**src/sv/cnp_pkg.sv**
```systemverilog
// ----------------------------------------------------------------------------
// cnp_pkg
// Shared types and codes for the credential negotiation parser.
// ----------------------------------------------------------------------------
package cnp_pkg;

    // length limits for the two length bytes (a length at or above is an error)
    localparam int NAME_LIMIT = 256;
    localparam int PASS_LIMIT = 256;

    // result status codes
    localparam logic [1:0] ST_INCOMPLETE = 2'd0;
    localparam logic [1:0] ST_SUCCESS    = 2'd1;
    localparam logic [1:0] ST_ERROR      = 2'd2;

    // stored field kinds
    localparam logic [1:0] KIND_NONE = 2'd0;
    localparam logic [1:0] KIND_NAME = 2'd1;
    localparam logic [1:0] KIND_PASS = 2'd2;

    // input actions
    localparam logic ACT_FEED    = 1'b0;
    localparam logic ACT_RESTART = 1'b1;

    // parser phases
    typedef enum logic [2:0] {
        PH_VERSION   = 3'd0,
        PH_NAME_LEN  = 3'd1,
        PH_NAME_DATA = 3'd2,
        PH_PASS_LEN  = 3'd3,
        PH_PASS_DATA = 3'd4,
        PH_DONE      = 3'd5,
        PH_ERROR     = 3'd6
    } cnp_phase_t;

    // command class decided by the front end
    typedef enum logic {
        OP_FEED    = 1'b0,
        OP_RESTART = 1'b1
    } cnp_op_t;

    // input item
    typedef struct packed {
        logic       action;
        logic [7:0] data_byte;
    } cnp_in_t;

    // result item
    typedef struct packed {
        logic [1:0] status;
        logic [1:0] field_kind;
        logic [7:0] field_index;
        logic [7:0] field_byte;
        logic [7:0] name_length;
        logic [7:0] pass_length;
    } cnp_out_t;

    // classified command between front and back
    typedef struct packed {
        cnp_op_t    op;
        logic [7:0] data;
    } cnp_cmd_t;

endpackage

```
**src/sv/cnp_front.sv**
```systemverilog
// ----------------------------------------------------------------------------
// cnp_front
// Input stage: accepts items, classifies them and hands them to the queue.
// ----------------------------------------------------------------------------
module cnp_front (
    input  logic              clk,
    input  logic              rst_n,
    input  logic              in_valid,
    output logic              in_ready,
    input  cnp_pkg::cnp_in_t  in_item,
    output logic              push_valid,
    input  logic              push_ready,
    output cnp_pkg::cnp_cmd_t push_cmd
);
    import cnp_pkg::*;

    logic     hold_valid_reg;
    cnp_cmd_t hold_reg;
    cnp_cmd_t cmd_next;

    // classify the incoming item
    always_comb
    begin
        cmd_next.op   = (in_item.action == ACT_RESTART) ? OP_RESTART : OP_FEED;
        cmd_next.data = (in_item.action == ACT_RESTART) ? 8'd0 : in_item.data_byte;
    end

    // stage takes a new item whenever it is empty or drains this cycle
    assign in_ready   = !hold_valid_reg || push_ready;
    assign push_valid = hold_valid_reg;
    assign push_cmd   = hold_reg;

    // valid flag
    always_ff @(posedge clk or negedge rst_n)
    begin
        if (!rst_n)
        begin
            hold_valid_reg <= 1'b0;
        end
        else if (in_ready)
        begin
            hold_valid_reg <= in_valid;
        end
    end

    // payload
    always_ff @(posedge clk)
    begin
        if (in_valid && in_ready)
        begin
            hold_reg <= cmd_next;
        end
    end

endmodule

```
**src/sv/cnp_queue.sv**
```systemverilog
// ----------------------------------------------------------------------------
// cnp_queue
// Short command queue decoupling the front end from the parser.
// ----------------------------------------------------------------------------
module cnp_queue #(
    parameter int DEPTH = 2
) (
    input  logic              clk,
    input  logic              rst_n,
    input  logic              push_valid,
    output logic              push_ready,
    input  cnp_pkg::cnp_cmd_t push_cmd,
    output logic              pop_valid,
    input  logic              pop_ready,
    output cnp_pkg::cnp_cmd_t pop_cmd
);
    import cnp_pkg::*;

    localparam int PTR_W = (DEPTH > 1) ? $clog2(DEPTH) : 1;
    localparam int CNT_W = $clog2(DEPTH + 1);

    cnp_cmd_t         slots [DEPTH];
    logic [PTR_W-1:0] wr_ptr_reg;
    logic [PTR_W-1:0] rd_ptr_reg;
    logic [CNT_W-1:0] count_reg;
    logic             do_push;
    logic             do_pop;

    assign push_ready = (count_reg != CNT_W'(DEPTH));
    assign pop_valid  = (count_reg != '0);
    assign pop_cmd    = slots[rd_ptr_reg];
    assign do_push    = push_valid && push_ready;
    assign do_pop     = pop_valid && pop_ready;

    // pointers and fill count
    always_ff @(posedge clk or negedge rst_n)
    begin
        if (!rst_n)
        begin
            wr_ptr_reg <= '0;
            rd_ptr_reg <= '0;
            count_reg  <= '0;
        end
        else
        begin
            if (do_push)
            begin
                wr_ptr_reg <= (wr_ptr_reg == PTR_W'(DEPTH - 1)) ? '0 : wr_ptr_reg + 1'b1;
            end
            if (do_pop)
            begin
                rd_ptr_reg <= (rd_ptr_reg == PTR_W'(DEPTH - 1)) ? '0 : rd_ptr_reg + 1'b1;
            end
            if (do_push && !do_pop)
            begin
                count_reg <= count_reg + 1'b1;
            end
            else if (do_pop && !do_push)
            begin
                count_reg <= count_reg - 1'b1;
            end
        end
    end

    // slot storage
    always_ff @(posedge clk)
    begin
        if (do_push)
        begin
            slots[wr_ptr_reg] <= push_cmd;
        end
    end

    // fill count stays within the queue depth
    a_count_range: assert property (@(posedge clk) disable iff (!rst_n)
        count_reg <= CNT_W'(DEPTH))
        else $error("queue count above depth");

endmodule

```
**src/sv/cnp_back.sv**
```systemverilog
// ----------------------------------------------------------------------------
// cnp_back
// Parser state machine with version register and registered result output.
// ----------------------------------------------------------------------------
module cnp_back (
    input  logic              clk,
    input  logic              rst_n,
    input  logic              cfg_write,
    input  logic [7:0]        cfg_data,
    input  logic              cmd_valid,
    output logic              cmd_ready,
    input  cnp_pkg::cnp_cmd_t cmd,
    output logic              out_valid,
    input  logic              out_ready,
    output cnp_pkg::cnp_out_t out_item
);
    import cnp_pkg::*;

    logic [7:0] version_reg;
    cnp_phase_t phase_reg,    phase_next;
    logic [7:0] name_len_reg, name_len_next;
    logic [7:0] name_pos_reg, name_pos_next;
    logic [7:0] pass_len_reg, pass_len_next;
    logic [7:0] pass_pos_reg, pass_pos_next;
    logic       out_valid_reg;
    cnp_out_t   out_reg,      out_next;
    logic       take;
    logic [7:0] pos_inc;

    // take a command whenever the result register is free or drains
    assign cmd_ready = !out_valid_reg || out_ready;
    assign take      = cmd_valid && cmd_ready;
    assign out_valid = out_valid_reg;
    assign out_item  = out_reg;

    // configuration register
    always_ff @(posedge clk or negedge rst_n)
    begin
        if (!rst_n)
        begin
            version_reg <= 8'd1;
        end
        else if (cfg_write)
        begin
            version_reg <= cfg_data;
        end
    end

    // next state and result
    always_comb
    begin
        phase_next    = phase_reg;
        name_len_next = name_len_reg;
        name_pos_next = name_pos_reg;
        pass_len_next = pass_len_reg;
        pass_pos_next = pass_pos_reg;
        pos_inc       = 8'd0;
        out_next      = '0;
        out_next.status = ST_INCOMPLETE;

        if (cmd.op == OP_RESTART)
        begin
            phase_next    = PH_VERSION;
            name_len_next = 8'd0;
            name_pos_next = 8'd0;
            pass_len_next = 8'd0;
            pass_pos_next = 8'd0;
        end
        else
        begin
            case (phase_reg)
                PH_VERSION:
                begin
                    if (cmd.data == version_reg)
                    begin
                        phase_next = PH_NAME_LEN;
                    end
                    else
                    begin
                        phase_next      = PH_ERROR;
                        out_next.status = ST_ERROR;
                    end
                end
                PH_NAME_LEN:
                begin
                    if ({1'b0, cmd.data} >= 9'(NAME_LIMIT))
                    begin
                        phase_next      = PH_ERROR;
                        out_next.status = ST_ERROR;
                    end
                    else
                    begin
                        name_len_next = cmd.data;
                        name_pos_next = 8'd0;
                        phase_next    = (cmd.data == 8'd0) ? PH_PASS_LEN : PH_NAME_DATA;
                    end
                end
                PH_NAME_DATA:
                begin
                    pos_inc              = name_pos_reg + 8'd1;
                    out_next.field_kind  = KIND_NAME;
                    out_next.field_index = name_pos_reg;
                    out_next.field_byte  = cmd.data;
                    name_pos_next        = pos_inc;
                    if (pos_inc >= name_len_reg)
                    begin
                        phase_next = PH_PASS_LEN;
                    end
                end
                PH_PASS_LEN:
                begin
                    if ({1'b0, cmd.data} >= 9'(PASS_LIMIT))
                    begin
                        phase_next      = PH_ERROR;
                        out_next.status = ST_ERROR;
                    end
                    else
                    begin
                        pass_len_next = cmd.data;
                        pass_pos_next = 8'd0;
                        if (cmd.data == 8'd0)
                        begin
                            phase_next      = PH_DONE;
                            out_next.status = ST_SUCCESS;
                        end
                        else
                        begin
                            phase_next = PH_PASS_DATA;
                        end
                    end
                end
                PH_PASS_DATA:
                begin
                    pos_inc              = pass_pos_reg + 8'd1;
                    out_next.field_kind  = KIND_PASS;
                    out_next.field_index = pass_pos_reg;
                    out_next.field_byte  = cmd.data;
                    pass_pos_next        = pos_inc;
                    if (pos_inc >= pass_len_reg)
                    begin
                        phase_next      = PH_DONE;
                        out_next.status = ST_SUCCESS;
                    end
                end
                PH_DONE:
                begin
                    out_next.status = ST_SUCCESS;
                end
                default:
                begin
                    // error phase and unused codes
                    phase_next      = PH_ERROR;
                    out_next.status = ST_ERROR;
                end
            endcase
        end

        out_next.name_length = name_len_next;
        out_next.pass_length = pass_len_next;
    end

    // parser state
    always_ff @(posedge clk or negedge rst_n)
    begin
        if (!rst_n)
        begin
            phase_reg    <= PH_VERSION;
            name_len_reg <= 8'd0;
            name_pos_reg <= 8'd0;
            pass_len_reg <= 8'd0;
            pass_pos_reg <= 8'd0;
        end
        else if (take)
        begin
            phase_reg    <= phase_next;
            name_len_reg <= name_len_next;
            name_pos_reg <= name_pos_next;
            pass_len_reg <= pass_len_next;
            pass_pos_reg <= pass_pos_next;
        end
    end

    // result valid flag
    always_ff @(posedge clk or negedge rst_n)
    begin
        if (!rst_n)
        begin
            out_valid_reg <= 1'b0;
        end
        else if (cmd_ready)
        begin
            out_valid_reg <= cmd_valid;
        end
    end

    // result payload
    always_ff @(posedge clk)
    begin
        if (take)
        begin
            out_reg <= out_next;
        end
    end

    // a success result leaves the parser in the done phase
    a_success_done: assert property (@(posedge clk) disable iff (!rst_n)
        out_valid_reg && out_reg.status == ST_SUCCESS |-> phase_reg == PH_DONE)
        else $error("success result without done phase");

    // an error result leaves the parser in the error phase
    a_error_sticky: assert property (@(posedge clk) disable iff (!rst_n)
        out_valid_reg && out_reg.status == ST_ERROR |-> phase_reg == PH_ERROR)
        else $error("error result without error phase");

    // reported lengths track the parser state
    a_len_match: assert property (@(posedge clk) disable iff (!rst_n)
        out_valid_reg |-> out_reg.name_length == name_len_reg
                          && out_reg.pass_length == pass_len_reg)
        else $error("result lengths differ from parser state");

    // position never passes the received length while collecting name bytes
    a_name_pos: assert property (@(posedge clk) disable iff (!rst_n)
        phase_reg == PH_NAME_DATA |-> name_pos_reg < name_len_reg)
        else $error("name position beyond length");

endmodule

```
**src/sv/credential_negotiation_parser.sv**
```systemverilog
// ----------------------------------------------------------------------------
// credential_negotiation_parser
// Byte-wise parser for a username/password negotiation message.
// ----------------------------------------------------------------------------
// Takes one item per clock unless the output stalls, and returns one result
// item per input item, in order. Each item is either a stream byte or a
// restart. The stream is a version byte (checked against expected_version,
// reset value 1), a username length and bytes, then a password length and
// bytes; every result carries the status (incomplete, success, error), for a
// username or password byte the echoed byte with its index, and both lengths
// received so far. Error and done stay until a restart. A result passes from
// the input stage register through a command queue slot to the result
// register. The queue holds up to FIFO_DEPTH commands so the input side
// keeps taking items while a result waits, until the queue fills. Write
// expected_version only while idle.
// ----------------------------------------------------------------------------
module credential_negotiation_parser #(
    parameter int FIFO_DEPTH = 2
) (
    input  logic              clk,
    input  logic              rst_n,
    input  logic              cfg_write,
    input  logic [7:0]        cfg_data,
    input  logic              in_valid,
    output logic              in_ready,
    input  cnp_pkg::cnp_in_t  in_item,
    output logic              out_valid,
    input  logic              out_ready,
    output cnp_pkg::cnp_out_t out_item
);
    import cnp_pkg::*;

    logic     push_valid;
    logic     push_ready;
    cnp_cmd_t push_cmd;
    logic     pop_valid;
    logic     pop_ready;
    cnp_cmd_t pop_cmd;

    // accept and classify
    cnp_front u_front (
        .clk        (clk),
        .rst_n      (rst_n),
        .in_valid   (in_valid),
        .in_ready   (in_ready),
        .in_item    (in_item),
        .push_valid (push_valid),
        .push_ready (push_ready),
        .push_cmd   (push_cmd)
    );

    // command queue
    cnp_queue #(
        .DEPTH (FIFO_DEPTH)
    ) u_queue (
        .clk        (clk),
        .rst_n      (rst_n),
        .push_valid (push_valid),
        .push_ready (push_ready),
        .push_cmd   (push_cmd),
        .pop_valid  (pop_valid),
        .pop_ready  (pop_ready),
        .pop_cmd    (pop_cmd)
    );

    // parser and result register
    cnp_back u_back (
        .clk       (clk),
        .rst_n     (rst_n),
        .cfg_write (cfg_write),
        .cfg_data  (cfg_data),
        .cmd_valid (pop_valid),
        .cmd_ready (pop_ready),
        .cmd       (pop_cmd),
        .out_valid (out_valid),
        .out_ready (out_ready),
        .out_item  (out_item)
    );

endmodule
```
**config.mk**
```make
export PLATFORM = sky130hd
export DESIGN_NAME = credential_negotiation_parser
export DESIGN_NICKNAME = d
export VERILOG_FILES = /design/src/sv/cnp_pkg.sv /design/src/sv/cnp_front.sv /design/src/sv/cnp_queue.sv /design/src/sv/cnp_back.sv /design/src/sv/credential_negotiation_parser.sv
export SDC_FILE = /design/constraint.sdc
export NUM_CORES = 1
export LEC_CHECK = 0
export BUFFER_PORTS_ARGS = -buffer_cell sky130_fd_sc_hd__buf_2
export CORE_MARGIN = 2
export CORE_UTILIZATION = 55
export CTS_CLUSTER_DIAMETER = 100
export DETAILED_ROUTE_END_ITERATION = 7
export PLACE_DENSITY = 0.8
export SLEW_MARGIN = 20
export SYNTH_ARGS = -nofsm -noshare
export SYNTH_HDL_FRONTEND = slang
export SYNTH_HIERARCHICAL = 1
export SYNTH_SLANG_ARGS = --single-unit
export TNS_END_PERCENT = 50
```
**constraint.sdc**
```tcl
create_clock -name clk -period 3.12 [get_ports clk]
set_input_delay 0.468 -clock clk [delete_from_list [all_inputs] [get_ports clk]]
set_output_delay 0.468 -clock clk [all_outputs]
set_load 0.01 [all_outputs]
```
-- After elaboration in Yosys (flattened, before gate mapping)
Memory sizes are Yosys's and may differ from the RTL's.
Cells that the tools add are included.
- add/subtract/negate cells: 6
- $lt $le $gt $ge: 2
- eq/ne operators: 10
- muxes and demuxes: 27
- reduce and logical (&&, ||, !) cells: 21
- operator list (cell ; number):
    two-way mux 8 bit ; 6
    one-hot mux 18 bit (2 select lines) ; 1
    one-hot mux 8 bit (2 select lines) ; 2
    one-hot mux 3 bit (6 select lines) ; 1
    adder 8 x 1 -> 8 bit (second input constant) ; 2
    >= comparator 8 bit ; 2
    two-way mux 3 bit ; 4
    one-hot mux 2 bit (5 select lines) ; 1
    two-way mux 1 bit ; 9
    == test 8 bit ; 1
    logical NOT 8 bit ; 1
    == test 3 x 2 -> 1 bit (second input constant) ; 2
    == test 3 bit (second input constant) ; 2
    two-way mux 2 bit ; 3
    inequality test 3 x 2 -> 1 bit (second input constant) ; 2
    nonzero test 3 bit ; 2
    logical AND 1 bit ; 5
    logical NOT 1 bit ; 4
    inequality test 2 bit (second input constant) ; 2
    AND reduction 2 bit ; 2
    AND reduction 4 bit ; 1
    nonzero test 2 bit ; 2
    == test 3 x 1 -> 1 bit (second input constant) ; 1
    logical NOT 3 bit ; 1
    other kinds (5) ; 7
- bits in registers: 94
- bits in writable memories: 18
- output and inout port bits: 38
- memories: 1
- memories (memory ; depth ; width ; read ports ; clocked after Yosys merged registers in ; wr ports ; RTL line ; source):
    u_queue.slots ; 2 ; 9 ; 1 ; 0 ; 1 ; cnp_queue.sv:22 ; cnp_cmd_t slots [DEPTH];

-- Longest topological paths before layout
- depth after elaboration: 6
- mapped depth: 10
- mapped depth without buffers: 10

-- Hierarchy
Netlist, hierarchy kept.
- by module, submodules not included (module ; instances ; cells each ; area an instance (sq um)):
    cnp_back ; 1 ; 358 ; 4113.9
    cnp_queue ; 1 ; 46 ; 860.8
    cnp_front ; 1 ; 21 ; 374.1

-- Worst setup path before layout
OpenSTA, ideal clock, no wires.
- kind: flip-flop to flip-flop
- start: register u_back.pass_pos_reg[0]
- end: register u_back.out_reg, in the netlist u_back/out_item[34] (data pin)
- library setup time: 0.258 ns
- arrival time: 1.965 ns
- required time: 2.862 ns
- setup slack: 0.898 ns
- cell stages (with the launch flop): 11
- buffers on the path: 0
- path through: dfrtp_1 ha_1 nand3_1 nor2_1 xor2_1 ha_1 a21o_1 a21o_1 a21oi_1 a2bb2oi_1 nor2_1
- cells in the longest elaborated chain, start to end: 4
- RTL lines (what ; RTL line ; source):
    start: declaration ; cnp_back.sv:24 ; logic [7:0] pass_pos_reg, pass_pos_next;
    start signal: assignment ; cnp_back.sv:179 ; pass_pos_reg <= pass_pos_next;
    adder 8 x 1 -> 8 bit ; cnp_back.sv:134 ; pos_inc = pass_pos_reg + 8'd1;
    >= comparator 8 bit ; cnp_back.sv:139 ; if (pos_inc >= pass_len_reg)
    two-way mux 1 bit ; cnp_back.sv:139 ;
    one-hot mux 2 bit (5 select lines) ; cnp_back.sv:71 ; case (phase_reg)
    end signal: assignment ; cnp_back.sv:201 ; out_reg <= out_next;
    end: declaration ; cnp_back.sv:26 ; cnp_out_t out_reg, out_next;
No other way between the ends.
A chain may end at the register's enable or synchronous reset.

-- Worst setup path in the final report
Ends and elaborated chain as after synthesis.

==> results.cfg <==
[status]
status = completed

[clocking]
cts_resized = 0
clockBufferDepth = 2
numCtsBuffers = 9
cts.sinks = 112
clkLatencyLatePin_ps = 380
cts_setup_buffers = 0
cts_tree = done
htree_num_levels = 3
ctsRootBufferMaster = clkbuf_8
cts.clk_slew.worst_paths_ps = 110
cts_hold_buf = 0

[sta]
finalCritPeriodShare_pct = 80.3
finalSetupTns_ps = 0
worst_pin_slew_ps = 855
setup_viol = 0
finClkSkew_ps = 9.40
rsz0062_at_grt = false
max_freq_mhz = 399
hold_ws_ps = 183
fin_crit_ps = 2510
hold_viol = 0
maxSlewViolCount = 0
max-slew-margin-rel_pct = 43.0

[route]
wl_um = 9950
drt-vias-per-instance = 5.55
antenna_left = 0
drc = 0
first_iter_violations = 220
num_vias = 3427
first_pass_iters = 6
avgRoutedWirePerCell_um = 16.1

[power_and_ir_drop]
p_int_w = 0.00313
p_clk_share_pct = 16.6
leakagePower_nw = 2.47
peakVddDrop_uv = 519
combPwrFrac_pct = 38.1
power_density_nw_per_um2 = 872
switchingPower_w = 0.00203
pwr-share-seq_pct = 45.3
finalPower_w = 0.00516
swShare_pct = 39.3

[die]
die_area_um2 = 10500
die_h_um = 103
io_pins = 60
start_util_pct = 57.3
core-area_um2 = 9330
num_rows = 35
dieWidth_um = 103

[layout]
layout_common_cells = edfxtp_1, buf_2, dfrtp_1, nor2_1, nand2_1
final_layout_size_suffix_gt1_share_pct = 26.4
register_area_um2 = 3120
mostFrequentLayoutCell = edfxtp_1
fin_util_pct = 63.5
multi_input_area_um2 = 2020
fillCellCount = 725
n_antenna_cell = 0
area_growth_pct = 10.8
nNetsFinal = 524
largest_reg_flops = 36

[synth]
synthCells = 425
ys_seq_area_share_pct = 58.3
ys_warn_count = 6
synth.distinct_cells = 52
netlist_area_um2 = 5350
syn-num-nets = 466
ys_ff_latch = 112
syn_avg_cell_area_um2 = 12.6

[grt]
grt_pass1_wl_um = 16400
grt_overflow = 0
grt_start_max_net_pins = 41
grt_pass1_vias = 3311
antenna_found_initial = 0
track_usage_pct = 20.6

[setup_path]
critPathLaunchType = flop
cpLargestDelayFamily = compound AO/OA/AOI/OAI gates
crit_type = reg -> reg
path_buf_inv = 0
crit_path_cell_trace = ha_1, nand3_1, nor2_1, xor2_1, ha_1, a21o_1, a21o_1, a21oi_1, a2bb2oi_1, nor2_1
cp-end-kind = flop
cp_max_fo = 7
required_ps = 3230
cp_slowest_stage_delay_ps = 480
critPathArrivalTime_ps = 2620
crit_slowest_cell = dfrtp_1

[placed_design]
io_buffers = 59
dp_hpwl_um = 7030
place.gp.congestion = 0.820

[worst_hold_path]
hold_class = in -> async

[run]
drv_cap = 0
-- path summary, 6_finish.rpt --
kind / start / end / slack [ps] / depth (start not counted)
setup / recovery: u_back/pass_pos_reg[0] / u_back/out_item[34] / 610 / 10
hold / removal: rst_n / u_back/name_len_reg[4] / 180 / 1
setup reg to reg: u_back/pass_pos_reg[0] / u_back/out_item[34] / 610 / 10
hold reg to reg: u_front/push_cmd[5] / u_queue/slots[0][5] / 460 / 0
max in group asynchronous: rst_n / u_back/version_reg[0] / 2200 / 2
min in group clk: in_valid / u_front/push_valid / 290 / 2
-- final cells by class --
class,count,share of cell area [%]
inverter,20,1.27
tap,129,2.72
clock inverter,7,1.29
timing repair buffer,66,5.87
sequential,112,52.7
multi-input combinational,274,34.1
clock buffer,9,2.09
-- per-layer routing --
metal	share of wire [%]	global-route usage [%]	wire [um]	vias up
li1	-	-	-	1647
met5	0	0	0	-
met1	43	27.2	4260	1668
met2	51	34.9	5090	98
met4	1.4	6.87	142	0
met3	4.7	3.53	465	14
-- through the flow --
stage / instances / setup slack (ps) / instance area, um^2
CTS: 617 / 634 / 5920
global route: 617 / 399 / 5920
global placement: 601 / 739 / 5720
detailed placement: 601 / 649 / 5720
floorplan: 425 / 898 / 5350
finish: 617 / 614 / 5920
-- power groups by stage --
stage                     clock network [W]  registers [W]  logic [W]
after CTS                          0.000876        0.00233    0.00197
after global routing               0.000933        0.00239    0.00217
final                              0.000860        0.00234    0.00197
after detailed placement                  0        0.00237    0.00195
after floorplan                           0        0.00238    0.00140
after global placement                    0        0.00235    0.00190
-- synth_stat cells, drive strengths merged --
master	n	area share, %
nor2b	8	0.94
nand3b	1	0.14
dfstp	1	0.49
o21a	3	0.42
a21o	3	0.42
and3b	1	0.16
nand2b	7	1.2
a22o	8	1.3
inv	20	1.4
xnor2	18	2.9
nor2	42	2.9
nor3	7	1.1
o31ai	14	3.1
buf	16	2.3
nor4	2	0.23
o21ai	13	1.3
nor3b	2	0.49
edfxtp	63	35
clkbuf	3	0.21
nand2	35	2.6
dfrtp	48	22
a2bb2oi	1	0.16
a221oi	2	0.33
or3	1	0.12
mux2i	3	0.56
mux2	17	3.6
o2111ai	1	0.16
a21oi	18	2.2
nand3	9	0.84
and3	3	0.35
a211oi	1	0.23
a32o	14	2.6
xor2	8	1.3
or2	2	0.28
nand4	2	0.23
ha	19	4.4
and2	9	1.1
-- logic make-up after synthesis --
kind of cell	share of synthesized area, %
flops	58.3
mux	4.14
buf+inv	3.91
xor+xnor	4.26
fa+ha+maj	4.44
simple gates	12.7
compound gates	12.2
-- worst register-to-register path: cells and delay by family, from the launching register on --
| family | cells | cell delay, ps |
|---|---|---|
| AO/OA/AOI/OAI | 4 | 710 |
| XOR/XNOR | 1 | 210 |
| adder cells (fa/ha/maj) | 2 | 490 |
| flip-flops | 1 | 480 |
| AND/OR/NAND/NOR | 3 | 350 |
No activity file was read; power rests on OpenSTA's default activity.
